**src/rtl/bbc_pkg.sv**
```systemverilog
// Shared types and constants for the LRU buffer cache core.
// Holds the entry word layout, request and status codes and table sizing.
// No dependencies.
package bbc_pkg;

  // Table sizing
  localparam int ENTRIES = 32;
  localparam int IDX_W   = (ENTRIES > 1) ? $clog2(ENTRIES) : 1;

  // Field widths fixed by the interface
  localparam int FUNC_W  = 2;
  localparam int DEV_W   = 8;
  localparam int BLK_W   = 32;
  localparam int EIDX_W  = 5;
  localparam int TICK_W  = 32;
  localparam int CNT_W   = 8;
  localparam int STAT_W  = 2;

  localparam logic [CNT_W-1:0] COUNT_MAX = {CNT_W{1'b1}};

  // Request codes
  localparam logic [FUNC_W-1:0] FN_GET     = 2'd0;
  localparam logic [FUNC_W-1:0] FN_RELEASE = 2'd1;
  localparam logic [FUNC_W-1:0] FN_PIN     = 2'd2;
  localparam logic [FUNC_W-1:0] FN_UNPIN   = 2'd3;

  // Status codes
  localparam logic [STAT_W-1:0] ST_OK     = 2'd0;
  localparam logic [STAT_W-1:0] ST_NOFREE = 2'd1;
  localparam logic [STAT_W-1:0] ST_COUNT  = 2'd2;

  // One buffer entry as stored in the table memory
  typedef struct packed {
    logic              tag_valid;
    logic [DEV_W-1:0]  device;
    logic [BLK_W-1:0]  block;
    logic [CNT_W-1:0]  ref_count;
    logic [TICK_W-1:0] last_use;
    logic              data_valid;
  } entry_t;

  localparam int ENTRY_W = $bits(entry_t);

endpackage

```
**src/rtl/bbc_ram.sv**
```systemverilog
// Generic simple dual-port RAM: one write port, one read port, registered read.
// Read data holds while no read is issued. No dependencies.
module bbc_ram #(
  parameter int WIDTH = 8,
  parameter int DEPTH = 16,
  parameter int AW    = (DEPTH > 1) ? $clog2(DEPTH) : 1
) (
  input  logic             clk,
  input  logic             we,
  input  logic [AW-1:0]    waddr,
  input  logic [WIDTH-1:0] wdata,
  input  logic             re,
  input  logic [AW-1:0]    raddr,
  output logic [WIDTH-1:0] rdata
);

  logic [WIDTH-1:0] mem [DEPTH];
  logic [WIDTH-1:0] rdata_r;

  // write port
  always_ff @(posedge clk) begin
    if (we) begin
      mem[waddr] <= wdata;
    end
  end

  // registered read port
  always_ff @(posedge clk) begin
    if (re) begin
      rdata_r <= mem[raddr];
    end
  end

  assign rdata = rdata_r;

endmodule

```
**src/rtl/block_buffer_cache_lru_core.sv**
```systemverilog
// LRU buffer cache tag and reference-count core; top level.
// Depends on bbc_pkg and bbc_ram.
//
// The entry table lives in one synchronous RAM of ENTRIES words; a row of
// per-entry valid flops makes every entry read as all zero until it is first
// written, so no clearing pass follows reset. One request is worked at a time.
// A get walks the table one entry per cycle through the RAM read port, keeping
// the first tag match and the oldest free entry, then writes back once.
// Release, pin and unpin do one read-modify-write of the addressed entry.
// A finished result sits in an output register, so a new request is taken
// while the previous word waits on out_stall.
module block_buffer_cache_lru_core (
  input  logic                        clk,
  input  logic                        rst_n,
  // request channel
  input  logic                        in_valid,
  output logic                        in_stall,
  input  logic [bbc_pkg::FUNC_W-1:0]  in_func,
  input  logic [bbc_pkg::DEV_W-1:0]   in_device,
  input  logic [bbc_pkg::BLK_W-1:0]   in_block_number,
  input  logic [bbc_pkg::EIDX_W-1:0]  in_entry_index,
  input  logic [bbc_pkg::TICK_W-1:0]  in_now_tick,
  // result channel
  output logic                        out_valid,
  input  logic                        out_stall,
  output logic [bbc_pkg::EIDX_W-1:0]  out_entry_out,
  output logic                        out_hit,
  output logic                        out_needs_read,
  output logic [bbc_pkg::STAT_W-1:0]  out_status
);
  import bbc_pkg::*;

  typedef enum logic [2:0] {S_IDLE, S_SCAN, S_LAST, S_FIN, S_OP} state_t;

  state_t              state_r;

  // request registers
  logic [FUNC_W-1:0]   func_r;
  logic [DEV_W-1:0]    dev_r;
  logic [BLK_W-1:0]    blk_r;
  logic [EIDX_W-1:0]   eidx_r;
  logic [IDX_W-1:0]    op_idx_r;
  logic [TICK_W-1:0]   now_r;

  // scan bookkeeping
  logic [IDX_W-1:0]    scan_addr_r;
  logic [IDX_W-1:0]    rd_idx_r;
  logic                rd_pend_r;
  logic                match_found_r;
  logic [IDX_W-1:0]    match_idx_r;
  logic [CNT_W-1:0]    match_cnt_r;
  logic [TICK_W-1:0]   match_last_r;
  logic                match_dv_r;
  logic                free_found_r;
  logic [IDX_W-1:0]    free_idx_r;
  logic [TICK_W-1:0]   free_last_r;

  // per-entry written flags
  logic [ENTRIES-1:0]  entry_vld_r;

  // output register
  logic                out_valid_r;
  logic [EIDX_W-1:0]   out_entry_r;
  logic                out_hit_r;
  logic                out_nr_r;
  logic [STAT_W-1:0]   out_status_r;

  // RAM ports
  logic                ram_we;
  logic [IDX_W-1:0]    ram_waddr;
  entry_t              ram_wdata;
  logic                ram_re;
  logic [IDX_W-1:0]    ram_raddr;
  logic [ENTRY_W-1:0]  ram_rdata;

  // combinational helpers
  logic                in_accept;
  logic                slot_free;
  logic                commit;
  logic [IDX_W-1:0]    cur_idx;
  entry_t              cur_word;
  logic                scan_hit;
  logic                scan_free;
  logic                op_in_range;
  logic [CNT_W-1:0]    op_cnt_nxt;
  logic [EIDX_W-1:0]   res_entry;
  logic                res_hit;
  logic                res_nr;
  logic [STAT_W-1:0]   res_status;

  assign in_stall  = (state_r != S_IDLE);
  assign in_accept = in_valid && !in_stall;
  assign slot_free = !out_valid_r || !out_stall;
  assign commit    = slot_free && ((state_r == S_FIN) || (state_r == S_OP));

  // issue table reads: addressed entry when a release, pin or unpin is accepted, otherwise the scan walk
  assign ram_re    = (state_r == S_SCAN) || (in_accept && (in_func != FN_GET));
  assign ram_raddr = (state_r == S_SCAN) ? scan_addr_r : IDX_W'(in_entry_index);

  bbc_ram #(
    .WIDTH (ENTRY_W),
    .DEPTH (ENTRIES)
  ) u_table (
    .clk   (clk),
    .we    (ram_we),
    .waddr (ram_waddr),
    .wdata (ram_wdata),
    .re    (ram_re),
    .raddr (ram_raddr),
    .rdata (ram_rdata)
  );

  // entries never written read as zero
  assign cur_idx  = (state_r == S_OP) ? op_idx_r : rd_idx_r;
  assign cur_word = entry_vld_r[cur_idx] ? entry_t'(ram_rdata) : '0;

  // compare one scanned entry against the request and the best free so far
  assign scan_hit  = cur_word.tag_valid && (cur_word.device == dev_r) &&
                     (cur_word.block == blk_r);
  assign scan_free = (cur_word.ref_count == '0) &&
                     (!free_found_r || (cur_word.last_use < free_last_r));

  assign op_in_range = ({4'b0, eidx_r} < 9'(ENTRIES));
  assign op_cnt_nxt  = (func_r == FN_PIN) ? cur_word.ref_count + 1'b1
                                          : cur_word.ref_count - 1'b1;

  // form the result and the write-back word
  always_comb begin
    res_entry  = '0;
    res_hit    = 1'b0;
    res_nr     = 1'b0;
    res_status = ST_OK;
    ram_we     = 1'b0;
    ram_waddr  = op_idx_r;
    ram_wdata  = cur_word;
    if (state_r == S_FIN) begin
      if (match_found_r) begin
        res_entry = EIDX_W'(match_idx_r);
        res_hit   = 1'b1;
        ram_waddr = match_idx_r;
        ram_wdata.tag_valid  = 1'b1;
        ram_wdata.device     = dev_r;
        ram_wdata.block      = blk_r;
        ram_wdata.ref_count  = match_cnt_r + 1'b1;
        ram_wdata.last_use   = match_last_r;
        ram_wdata.data_valid = 1'b1;
        if (match_cnt_r == COUNT_MAX) begin
          res_status = ST_COUNT;
        end else begin
          res_nr = !match_dv_r;
          ram_we = commit;
        end
      end else if (free_found_r) begin
        res_entry = EIDX_W'(free_idx_r);
        res_nr    = 1'b1;
        ram_waddr = free_idx_r;
        ram_wdata.tag_valid  = 1'b1;
        ram_wdata.device     = dev_r;
        ram_wdata.block      = blk_r;
        ram_wdata.ref_count  = CNT_W'(1);
        ram_wdata.last_use   = now_r;
        ram_wdata.data_valid = 1'b1;
        ram_we = commit;
      end else begin
        res_status = ST_NOFREE;
      end
    end else if (state_r == S_OP) begin
      res_entry = eidx_r;
      ram_wdata.ref_count = op_cnt_nxt;
      if ((func_r == FN_RELEASE) && (op_cnt_nxt == '0)) begin
        ram_wdata.last_use = now_r;
      end
      if (op_in_range) begin
        if (((func_r == FN_PIN) && (cur_word.ref_count == COUNT_MAX)) ||
            ((func_r != FN_PIN) && (cur_word.ref_count == '0))) begin
          res_status = ST_COUNT;
        end else begin
          ram_we = commit;
        end
      end
    end
  end

  // sequencer, scan trackers and output register
  always_ff @(posedge clk) begin
    if (!rst_n) begin
      state_r     <= S_IDLE;
      rd_pend_r   <= 1'b0;
      entry_vld_r <= '0;
      out_valid_r <= 1'b0;
    end else begin
      rd_pend_r <= (state_r == S_SCAN);
      rd_idx_r  <= scan_addr_r;

      // drop the result word once taken, unless a new one replaces it
      if (out_valid_r && !out_stall && !commit) begin
        out_valid_r <= 1'b0;
      end

      // fold the arriving scan word into the trackers
      if (((state_r == S_SCAN) || (state_r == S_LAST)) && rd_pend_r) begin
        if (scan_hit && !match_found_r) begin
          match_found_r <= 1'b1;
          match_idx_r   <= rd_idx_r;
          match_cnt_r   <= cur_word.ref_count;
          match_last_r  <= cur_word.last_use;
          match_dv_r    <= cur_word.data_valid;
        end
        if (scan_free) begin
          free_found_r <= 1'b1;
          free_idx_r   <= rd_idx_r;
          free_last_r  <= cur_word.last_use;
        end
      end

      // mark entries written
      if (ram_we) begin
        entry_vld_r[ram_waddr] <= 1'b1;
      end

      // hand the result to the output register
      if (commit) begin
        out_valid_r  <= 1'b1;
        out_entry_r  <= res_entry;
        out_hit_r    <= res_hit;
        out_nr_r     <= res_nr;
        out_status_r <= res_status;
      end

      case (state_r)
        S_IDLE: begin
          if (in_accept) begin
            func_r        <= in_func;
            dev_r         <= in_device;
            blk_r         <= in_block_number;
            eidx_r        <= in_entry_index;
            op_idx_r      <= IDX_W'(in_entry_index);
            now_r         <= in_now_tick;
            scan_addr_r   <= '0;
            match_found_r <= 1'b0;
            free_found_r  <= 1'b0;
            state_r       <= (in_func == FN_GET) ? S_SCAN : S_OP;
          end
        end
        S_SCAN: begin
          // advance the walk, one entry per cycle
          if (scan_addr_r == IDX_W'(ENTRIES - 1)) begin
            state_r <= S_LAST;
          end else begin
            scan_addr_r <= scan_addr_r + 1'b1;
          end
        end
        S_LAST: begin
          state_r <= S_FIN;
        end
        S_FIN, S_OP: begin
          // hold until the output register can take the word
          if (commit) begin
            state_r <= S_IDLE;
          end
        end
        default: begin
          state_r <= S_IDLE;
        end
      endcase
    end
  end

  assign out_valid      = out_valid_r;
  assign out_entry_out  = out_entry_r;
  assign out_hit        = out_hit_r;
  assign out_needs_read = out_nr_r;
  assign out_status     = out_status_r;

endmodule

```
**config.mk**
```make
export PLATFORM = sky130hd
export DESIGN_NAME = block_buffer_cache_lru_core
export DESIGN_NICKNAME = d
export VERILOG_FILES = /design/src/rtl/bbc_pkg.sv /design/src/rtl/bbc_ram.sv /design/src/rtl/block_buffer_cache_lru_core.sv
export SDC_FILE = /design/constraint.sdc
export NUM_CORES = 2
export LEC_CHECK = 0
export BUFFER_PORTS_ARGS = -buffer_cell sky130_fd_sc_hd__buf_2
export CAP_MARGIN = 20
export CELL_PAD_IN_SITES_DETAIL_PLACEMENT = 1
export CELL_PAD_IN_SITES_GLOBAL_PLACEMENT = 1
export CORE_MARGIN = 3
export CORE_UTILIZATION = 50
export CTS_BUF_LIST = sky130_fd_sc_hd__clkbuf_2
export CTS_CLUSTER_SIZE = 40
export DETAILED_ROUTE_END_ITERATION = 8
export GPL_TIMING_DRIVEN = 0
export MAX_ROUTING_LAYER = met4
export PLACE_DENSITY = 0.72
export SLEW_MARGIN = 20
export SYNTH_ARGS = -nofsm -noshare
export SYNTH_HDL_FRONTEND = slang
export SYNTH_HIERARCHICAL = 1
export SYNTH_SLANG_ARGS = --single-unit
```
**constraint.sdc**
```tcl
create_clock -name clk -period 9 [get_ports clk]
set_input_delay 2.25 -clock clk [delete_from_list [all_inputs] [get_ports clk]]
set_output_delay 2.25 -clock clk [all_outputs]
set_load 0.01 [all_outputs]
```
==> metrics.cfg <==
[timing]
worstMarginPinSlew_ns=1.34
fin_setup_tns_ns=0
slew_viol_final=0
max_slew_margin_pct=10.6
fin_skew_ns=0.247
fmax_mhz=114
period_share_pct=97.3
min_period_ns=8.76
setup_viol=0
hold_viol=0
grt_setup_unrepaired=no

[logic_synthesis]
synth_top_area_share_pct=75.6
syn_area_per_cell_um2=18.8
synthTopCellsByCount=edfxtp_1, mux2i_1, a22oi_1
yosysWarnings=6
seq_area_frac_synth_pct=76.3
synthDistinctLibCells=78
synth.net_count=6220
synth_area_um2=115000
synth_edf_count=2889
synth_top_cells_by_area=edfxtp_1, mux4_2, mux2i_1
yosysTopAreaCell=edfxtp_1
syn_inst=6097
ys.flop_type=edfxtp_1
ys_seq_elements=2926
async_flop_share_pct=0
yosysMostFrequentCell=edfxtp_1

[hold_path]
min_path_type=in2reg

[clock_network]
h-tree-depth=6
root_buffer=clkbuf_2
cts.clk_slew.worst_paths_ns=0.10
clock-sinks=2926
cts_buffers=733
clk_latency_ns=2.04
cts_tree=built
clk_path_buf_depth=4
holdBufCountCts=0

[layout]
fin_nets=7339
stdcell_area_um2=132000
drive_gt1_share_pct=27.9
area_growth_pct=14.8

[grt]
globalRouteMet2Util_pct=49.9
grt_busiest_layer=met2
grt_usage_pct=33.5
antenna_found_initial=18
grt_pass1_wl_um=541000
grtUsageMet1_pct=43.2
use_met3_pct=8.77
overflow=0
grt_max_degree=44
grt_pass1_vias=72300

[critical_path]
r2r_end=u_table/mem[16][29]
cp-endpoint=u_table/mem[16][29]
r2r-start=state_r[1]
crit_path_end_kind=flip-flop
slowest_stage=a22oi_2
reg2reg_slack_ns=0.24
crit_path_max_incr_delay_ns=0.75
cp.required_ns=10.75
r2r_cells=24
path_cells=buf_2 -> and4bb_1 -> buf_2 -> a21oi_2 -> a211oi_1 -> nor3_1 -> nand2b_1 -> buf_2 -> nand2_1 -> clkbuf_2 -> clkbuf_1 -> and2_1 -> ha_1 -> nand2_1 -> nor3_1 -> o311ai_0 -> mux2i_1 -> o21ai_0 -> nand4_1 -> nor4_4 -> buf_2 -> a31oi_1 -> a22oi_2 -> buf_6
cp.arrival_ns=10.51
critPathBufInv=7
startpoint=state_r[1]
worst_path_most_repeated_cell=buf_2
startpoint_type=flip-flop
cp_top_family=simple AND/OR/NAND/NOR gates
crit_type=reg2reg
path_depth=24
cp_max_fo=20

[routing]
first_pass_iters=6
routedWlPerCell_um=36.0
drcViolationCount=0
drt-initial-drc-count=10100
routed_wl_um=386000
vias_per_cell=6.52
vias=70000
ant_nets=0

[placement]
dp_hpwl_um=265000
port_buffers=93
placed_area_um2=125000
gp_congestion=0.893

[floorplanning]
die_y_um=485
rows=175
die-area_um2=235000
start_util_pct=50.4
die_x_um=485
core_area_um2=228000
io-pin-count=94

[power]
power.total_mw=27.3
ir_drop_mv=0.151
p_leak_nw=45.9
p_per_area_nw_per_um2=207

[status]
status=complete, no violations

[flow_run]
maxCapViolCount=0

## timing repair
item / in CTS / in global routing
buffers inserted: 0 / 9
pin swaps: 0 / 1
setup endpoints to repair: 4 / 568
gates resized for setup: 1 / 3
## routing by layer
metal  vias up  routed length, um
li1      27600                  -
met4         0              21100
met5         -                  0
met1     36400             142000
met3      1019              44900
met2      4931             178000
## registers in the layout, summed over array words and instances, names as in the netlist, 3 cells and up
signal,cells
match_last_r,32
free_last_r,32
u_table/rdata,82
rd_idx_r,5
dev_r,8
scan_addr_r,5
match_cnt_r,8
match_idx_r,5
u_table/mem,2624
entry_vld_r,32
blk_r,32
free_idx_r,5
op_idx_r,5
out_entry_out,5
now_r,32
state_r,3
## cells by family (layout without fill, tap and decap cells)
kind of cell    Yosys count  after routing  share of synthesized area [%]
other cells               0             27                              0
compound gates          924            924                           5.71
xor+xnor                 39             39                          0.298
simple gates            718            718                           3.13
flops                  2926           2926                           76.3
fa+ha+maj                40             40                          0.436
mux                     997            997                           12.3
buf+inv                 453           2052                           1.86
## worst register-to-register path: stages (launching register included)
cell and delay, ns:
dfxtp_1 0.32, buf_2 0.19, and4bb_1 0.43, buf_2 0.30
a21oi_2 0.09, a211oi_1 0.63, nor3_1 0.18, nand2b_1 0.20
buf_2 0.40, nand2_1 0.45, clkbuf_2 0.50, clkbuf_1 0.46
and2_1 0.35, ha_1 0.38, nand2_1 0.15, nor3_1 0.50
o311ai_0 0.30, mux2i_1 0.17, o21ai_0 0.23, nand4_1 0.33
nor4_4 0.39, buf_2 0.31, a31oi_1 0.13, a22oi_2 0.75
buf_6 0.31
## cells in the final DEF (no fill, tap or decap), types with 80 or more instances in the layout
cell      count
a31oi_1      80
clkbuf_1    131
clkinv_1    127
buf_12      114
nand3_1     185
nand2_1     210
mux4_2      329
buf_2       228
edfxtp_1   2889
clkbuf_2   1053
inv_1        96
mux2i_1     664
a22oi_1     431
buf_16       80
## layout make-up
class / instances / area (um^2)
fillers: 20700 / 96000
flip-flops and latches: 2926 / 87500
multi-input cells: 2718 / 25900
repair buffers: 384 / 6070
clock buffers: 1036 / 5180
well taps: 3009 / 3760
plain buffers: 355 / 1780
clock inverters: 179 / 1090
inverters: 98 / 368
diodes: 27 / 67.6
## stage by stage
| step | cells | worst slack, ns | hold WS [ns] | utilization [%] |
|---|---|---|---|---|
| after floorplan | 6097 | 1.55 | 0.432 | - |
| after global placement | 9199 | -5.52 | 0.450 | 52.2 |
| after detailed placement | 9478 | 0.192 | 0.455 | 55.0 |
| after CTS | 10700 | 0.0706 | 0.156 | 57.7 |
| after global routing | 10700 | 0.0115 | 0.173 | 57.8 |
| final | 10700 | 0.240 | 0.385 | 57.8 |
## how the worst min path moves through the flow
stage / to / slack [ns] / start / cells after the start
after CTS: blk_r[27] / 0.16 / in_block_number[27] / 1
after detailed placement: entry_vld_r[1] / 0.46 / entry_vld_r[1] / 1
after global placement: entry_vld_r[14] / 0.45 / entry_vld_r[14] / 2
after floorplan: entry_vld_r[14] / 0.43 / entry_vld_r[14] / 2
final: blk_r[27] / 0.38 / in_block_number[27] / 1
after global routing: blk_r[27] / 0.17 / in_block_number[27] / 1
## power by group
group	switching, mW	leakage (nW)	internal [mW]
clock network	5.42	4.82	3.43
logic	2.06	14.1	0.872
registers	0.111	27.0	15.4
total	7.59	45.9	19.7
Power figures use the tool's default switching activity.
